<file path="src/rtl/sos_pkg.sv">
package sos_pkg;

    // Configuration port
    localparam int CFG_W     = 5;
    localparam int CFG_IDX_W = 4;
    localparam logic [CFG_IDX_W-1:0] REG_CAPACITY = 4'd0;
    localparam logic [CFG_IDX_W-1:0] REG_STACKS   = 4'd1;
    localparam logic [CFG_W-1:0]     CFG_RST      = 5'd16;

    // Fixed field widths
    localparam int CMD_W = 2;
    localparam int IDX_W = 4;
    localparam int OC_W  = 2;

    typedef enum logic [CMD_W-1:0] {
        CMD_PUSH   = 2'd0,
        CMD_POP    = 2'd1,
        CMD_POP_AT = 2'd2,
        CMD_PEEK   = 2'd3
    } sos_cmd_t;

    typedef enum logic [OC_W-1:0] {
        OC_DONE  = 2'd0,
        OC_EMPTY = 2'd1,
        OC_FULL  = 2'd2
    } sos_outcome_t;

    // Status derived from the occupancy bitmaps
    typedef struct packed {
        logic walk_hit;
        logic set_empty;
        logic set_full;
    } sos_flags_t;

    // Clamp a register write to 1..hi
    function automatic logic [CFG_W-1:0] clamp_cfg(input logic [CFG_W-1:0] v, input int hi);
        logic [CFG_W-1:0] r;
        r = v;
        if (r == '0) begin
            r = CFG_W'(1);
        end
        if (int'(r) > hi) begin
            r = CFG_W'(hi);
        end
        return r;
    endfunction

endpackage

</file>
<file path="src/rtl/sos_pick.sv">
module sos_pick import sos_pkg::*; #(
    parameter int MAX_STACKS = 16,
    parameter int PTR_W      = 4
) (
    input  logic [MAX_STACKS-1:0] nonempty,
    input  logic [MAX_STACKS-1:0] full,
    input  logic [PTR_W-1:0]      ptr,
    input  logic [CFG_W-1:0]      stacks_in_use,
    output logic [PTR_W-1:0]      walk_idx,
    output sos_flags_t            flags
);

    // Highest non-empty substack at or below the pointer, zero when none; also the set-empty and set-full flags
    always_comb begin
        logic hit;
        logic [PTR_W-1:0] idx;
        logic all_full;
        hit      = 1'b0;
        idx      = '0;
        all_full = 1'b1;
        for (int i = 0; i < MAX_STACKS; i++) begin
            if (i <= int'(ptr) && nonempty[i]) begin
                hit = 1'b1;
                idx = PTR_W'(i);
            end
            if (i < int'(stacks_in_use) && !full[i]) begin
                all_full = 1'b0;
            end
        end
        walk_idx        = idx;
        flags.walk_hit  = hit;
        flags.set_empty = ~|nonempty;
        flags.set_full  = all_full;
    end

endmodule

</file>
<file path="config.mk">
export PLATFORM = sky130hd
export DESIGN_NAME = sos_pick
export DESIGN_NICKNAME = d
export VERILOG_FILES = /design/src/rtl/sos_pkg.sv /design/src/rtl/sos_pick.sv
export SDC_FILE = /design/constraint.sdc
export NUM_CORES = 1
export LEC_CHECK = 0
export BUFFER_PORTS_ARGS = -buffer_cell sky130_fd_sc_hd__buf_4
export CAP_MARGIN = 0
export CORE_ASPECT_RATIO = 1.1
export CORE_MARGIN = 2
export CORE_UTILIZATION = 40
export DETAILED_ROUTE_END_ITERATION = 8
export PLACE_DENSITY = 0.9
export SLEW_MARGIN = 30
export SYNTH_ARGS = -nofsm -noshare
export SYNTH_HDL_FRONTEND = slang
export SYNTH_SLANG_ARGS = --single-unit
</file>
<file path="constraint.sdc">
create_clock -name vclk -period 1.8
set_clock_uncertainty 0.05 [all_clocks]
set_input_delay 0 -clock vclk [all_inputs]
set_output_delay 0 -clock vclk [all_outputs]
set_load 0.01 [all_outputs]
</file>
==> flow_metrics.env, run 1 <==
export IMPL_setup_ws_ns=0.285
export IMPL_maxCapViolCount=0
export IMPL_cp_data_arrival_time_ns=1.46
export IMPL_period_minus_slack_ns=1.51
export IMPL_clock_buffers=0
export IMPL_syn_nets=151
export IMPL_grt_pass1_vias=965
export IMPL_dpl_worst_slack_ns=0.304
export IMPL_synth_cell_types=38
export IMPL_fillers=153
export IMPL_worst_setup_path_type="primary input to output port"
export IMPL_register_area_sq_um=0
export IMPL_vias=1096
export IMPL_core_area_sq_mm=0.00152
export IMPL_path_cells="buf_4 > or2_4 > o21a_1 > o21ai_2 > nand2b_1 > or4_1 > buf_4"
export IMPL_place_area_sq_um=995
export IMPL_finalPower_uw=244
export IMPL_final_common_cell="buf_4"
export IMPL_grt_max_degree=18
export IMPL_drive_gt1_share_pct=32.7
export IMPL_worstMarginPinSlew_ns=0.398
export IMPL_slowest_stage="or4_1"
export IMPL_synth_top_area_share_pct=10.3
export IMPL_grt_overflow=0
export IMPL_slew_violations=0
export IMPL_rsz0062_at_grt="no"
export IMPL_cp_num_buf_inv=2
export IMPL_die_area_sq_mm=0.00192
export IMPL_drc=0
export IMPL_crit_family="simple AND/OR/NAND/NOR gates"
export IMPL_status="completed"
export IMPL_numSequentialCells=0
export IMPL_layout_common_cells="48 x buf_4, 13 x o21ai_0, 11 x a21oi_1, 10 x nand2_1"
export IMPL_diodes=0
export IMPL_hpwlAfterDp_mm=2.08
export IMPL_relSlewSlack_pct=73.3
export IMPL_period_share_pct=84.2
export IMPL_slowest_delay_ns=0.47
export IMPL_critPathLaunchType="primary input"
export IMPL_setup_tns_ns=0
export IMPL_grt_pass1_wl_mm=3.83
export IMPL_ant_nets=0
export IMPL_pin_count=48
export IMPL_place_gp_congestion=0.923
export IMPL_die_h_um=45.8
export IMPL_cp_data_required_time_ns=1.75
export IMPL_hold_viol=0
export IMPL_holdWs_ns=0.341
export IMPL_start_util_pct=41.7
export IMPL_hp_class="primary input to output port"
export IMPL_cts_hold_buf=0
export IMPL_fin_nets=196
export IMPL_yosysSeqAreaShare_pct=0
export IMPL_ir_drop_mv=0.102
export IMPL_antenna_found_initial=0
export IMPL_crit_top_cell="buf_4"
export IMPL_synth_top_area_cell="o21ai_0"
export IMPL_finalSetupViolations=0
export IMPL_crit_fanout=12
export IMPL_postSynthAreaPerCell_sq_um=5.77
export IMPL_ys_top_cells_by_area="o21ai_0 10%, a21oi_1 8.7%, nor4_1 6.9%, nand2_1 5.9%, inv_1 4.7%"
export IMPL_fmax_mhz=660
export IMPL_power_density_mw_per_mm2=245
export IMPL_synth_area_sq_um=634
export IMPL_synth_warning_count=0
export IMPL_post_cts_buffers=0
export IMPL_wire_per_inst_um=14.3
export IMPL_wirelength_mm=2.43
export IMPL_post_cts_resized=0
export IMPL_end_kind="output port"
export IMPL_fin_area_sq_um=995
export IMPL_drt_first_pass_iters=4
export IMPL_grt_usage_pct=24.9
export IMPL_p_leak_nw=0.465
export IMPL_synthCells=110
export IMPL_viasPerCell=6.45
export IMPL_fp_dieW_um=42.0
export IMPL_num_rows=15
export IMPL_drtIter0Drc=20
export IMPL_placement_io_buffers=48
export IMPL_area_growth_pct=56.8
==> where the power goes <==
group          internal [mW]  total [mW]  switching [mW]
clock                      0           0               0
sequential                 0           0               0
combinational          0.125       0.244           0.119
==> area by class of cell <==
type / instances / area, sq um / share of cell area (%)
Tap cell: 17 / 21.3 / 2.14
Multi-Input combinational cell: 97 / 583 / 58.6
Timing Repair Buffer: 48 / 360 / 36.2
Inverter: 8 / 30.0 / 3.02
==> synth_stat cells (2+ instances only) <==
master and n:
nor2_1 8, o21ai_0 13, buf_2 2, nand2b_1 2
o31ai_1 3, a41oi_1 2, o22ai_1 3, a21o_1 2
o21bai_1 2, a21oi_1 11, nand2_1 10, o211a_1 2
nand3_1 4, o2111ai_1 2, a31oi_1 2, inv_1 8
a2bb2oi_1 2, clkbuf_1 2, nor2b_1 2, nand4_1 2
nor4_1 7, nor3_1 3
==> cells by family after synthesis <==
| family | synth area share [%] |
|---|---|
| AND/OR/NAND/NOR | 38.9 |
| buffers and inverters | 8.09 |
| AO/OA/AOI/OAI | 53.1 |
==> per-stage QoR <==
step / utilization, % / cells
finish: 65.4 / 170
global route: 65.4 / 170
CTS: 65.4 / 170
detailed placement: 65.4 / 170
global placement: 65.4 / 170
floorplan: - / 110
==> path summary, 6_finish.rpt <==
check                   start  depth (start not counted)        to  slack (ns)
setup / recovery       ptr[0]                          7  flags[2]        0.29
hold / removal    nonempty[0]                          5  flags[2]        0.34
==> per-layer routing <==
| layer | vias to the layer above | GRT usage, % | part of all wire (%) |
|---|---|---|---|
| li1 | 519 | - | - |
| met1 | 486 | 23.8 | 34 |
| met2 | 77 | 51.9 | 50 |
| met3 | 14 | 3.17 | 10 |
| met4 | 0 | 13.5 | 5.3 |
| met5 | - | 0 | 0 |
Note: power is estimated with default switching activity, not from simulation.
==> inputs of run 2 (changes only) <==
--- a/config.mk
+++ b/config.mk
@@ -9,9 +9,9 @@
 export CAP_MARGIN = 0
 export CORE_ASPECT_RATIO = 1.1
 export CORE_MARGIN = 2
-export CORE_UTILIZATION = 40
+export CORE_UTILIZATION = 39
 export DETAILED_ROUTE_END_ITERATION = 8
-export PLACE_DENSITY = 0.9
+export PLACE_DENSITY = 0.92
 export SLEW_MARGIN = 30
 export SYNTH_ARGS = -nofsm -noshare
 export SYNTH_HDL_FRONTEND = slang
==> constraint.sdc (replaced) <==
create_clock -name vclk -period 1.39
set_clock_uncertainty 0.05 [all_clocks]
set_input_delay 0 -clock vclk [all_inputs]
set_output_delay 0 -clock vclk [all_outputs]
set_load 0.01 [all_outputs]
==> run 2 against run 1 <==
  * The flow now finishes with violations (negative setup slack)
  * Non-clock buffer count rose by 12
  * Worst hold slack got worse by 0.0023 ns
  * Combinational power rose by 48%
  * Die area rose by 2.3%
  * Cell count rose by 7.1%
  * Flip-flop and latch count did not move
  * Global-route usage rose by 1.9 points
  * Core utilization rose by 10 points
  * Clock-buffer cell count did not move
  * First-iteration DRC count rose by 55%
  * Final area rose by 17%
  * Largest cell class unchanged
  * Highest routed layer unchanged
==> flow_metrics.env, run 2 (synthesis gave the netlist of run 1 again) <==
export IMPL_ir_drop_mv=0.156
export IMPL_drtIter0Drc=31
export IMPL_fmax_mhz=710
export IMPL_layout_common_cells="56 x buf_4, 13 x o21ai_0, 10 x a21oi_1, 10 x nand2_1, 8 x inv_1"
export IMPL_hpwlAfterDp_mm=2.06
export IMPL_final_common_cell="buf_4"
export IMPL_ant_nets=0
export IMPL_worst_setup_path_type="primary input to output port"
export IMPL_fin_area_sq_mm=0.00116
export IMPL_cp_data_required_time_ns=1.34
export IMPL_hp_class="primary input to output port"
export IMPL_hold_viol=0
export IMPL_register_area_sq_um=0
export IMPL_placed_cells=182
export IMPL_wire_per_inst_um=14.0
export IMPL_die_area_sq_mm=0.00197
export IMPL_antenna_found_initial=0
export IMPL_period_share_pct=101
export IMPL_place_area_sq_mm=0.00110
export IMPL_finalSetupViolations=1
export IMPL_failed_checks="negative setup slack"
export IMPL_numSequentialCells=0
export IMPL_pin_count=48
export IMPL_setup_tns_ns=-0.0188
export IMPL_power_density_mw_per_mm2=310
export IMPL_grt_usage_pct=26.9
export IMPL_num_rows=15
export IMPL_rsz0062_at_grt="yes"
export IMPL_slew_violations=0
export IMPL_grt_overflow=0
export IMPL_diodes=0
export IMPL_cp_data_arrival_time_ns=1.36
export IMPL_start_util_pct=41.2
export IMPL_place_gp_congestion=0.936
export IMPL_finalPower_uw=361
export IMPL_critPathLaunchType="primary input"
export IMPL_vias=1104
export IMPL_relSlewSlack_pct=80.5
export IMPL_end_kind="output port"
export IMPL_grt_max_degree=9
export IMPL_holdWs_ns=0.338
export IMPL_grt_pass1_wl_mm=4.24
export IMPL_placement_io_buffers=48
export IMPL_clock_buffers=0
export IMPL_maxCapViolCount=0
export IMPL_setup_ws_ns=-0.0188
export IMPL_fin_cells=182
export IMPL_viasPerCell=6.07
export IMPL_drt_first_pass_iters=4
export IMPL_period_minus_slack_ns=1.41
export IMPL_status="finished with violations"
export IMPL_grt_pass1_vias=1088
export IMPL_drc=0
export IMPL_die_h_um=46.3
export IMPL_fp_dieW_um=42.5
export IMPL_crit_start="ptr[1]"
export IMPL_drive_gt1_share_pct=42.4
export IMPL_fin_nets=208
export IMPL_worstMarginPinSlew_ns=0.293
export IMPL_p_leak_nw=0.546
export IMPL_crit_fanout=5
export IMPL_wirelength_mm=2.54
export IMPL_core_area_sq_mm=0.00154
export IMPL_cp_endpoint="flags[2]"
export IMPL_area_growth_pct=83.2
run 2: how the worst min path moves through the flow:
stage	slack (ns)	cells after the start	end	startpoint
final	0.34	4	flags[1]	nonempty[15]
after global routing	0.36	4	flags[1]	nonempty[13]
after CTS	0.34	4	flags[1]	nonempty[13]
after detailed placement	0.34	4	flags[1]	nonempty[13]
after global placement	0.34	5	flags[2]	nonempty[0]
after floorplan	0.13	2	flags[0]	full[0]
run 2: where the power goes:
part | leakage [nW] | switching [mW] | total, mW | internal [mW]
clock network | 0 | 0 | 0 | 0
registers | 0 | 0 | 0 | 0
logic | 0.546 | 0.167 | 0.361 | 0.194
run 2: through the flow:
| stage | util, % | setup slack (ns) |
|---|---|---|
| 6_report | 75.5 | -0.0188 |
| 5_1_grt | 75.5 | -0.0714 |
| 4_1_cts | 74.5 | -0.0198 |
| 3_5_place_dp | 71.3 | -0.0807 |
| 3_3_place_gp | 71.3 | -0.0610 |
| 2_1_floorplan | - | 0.112 |
run 2: critical path, cell delays in order:
cell and delay, ns:
buf_8 0.11, buf_4 0.13, o211a_1 0.11, o22a_1 0.18, nor2_1 0.13, nand3_1 0.09
or4_4 0.48, buf_6 0.13
run 2: per-layer routing:
metal / global-route usage [%] / share of wire (%) / wire, um / vias up
li1: - / - / - / 542
met1: 27.8 / 37 / 948 / 492
met5: 0 / 0 / 0 / -
met3: 2.75 / 8.3 / 210 / 2
met4: 12.5 / 0.90 / 23 / 0
met2: 54.5 / 54 / 1360 / 68
run 2: cell type report:
type,instances,area (sq um)
repair buffers,60,478
fillers,125,377
multi-input cells,97,633
well taps,17,21.3
inverters,8,30.0
run 2: timing repair:
action | CTS | global route
setup endpoints to repair | 2 | 3
pin swaps | 10 | 2
hold buffers | 0 | 0
buffers inserted | 0 | 0
resized for setup | 10 | 3
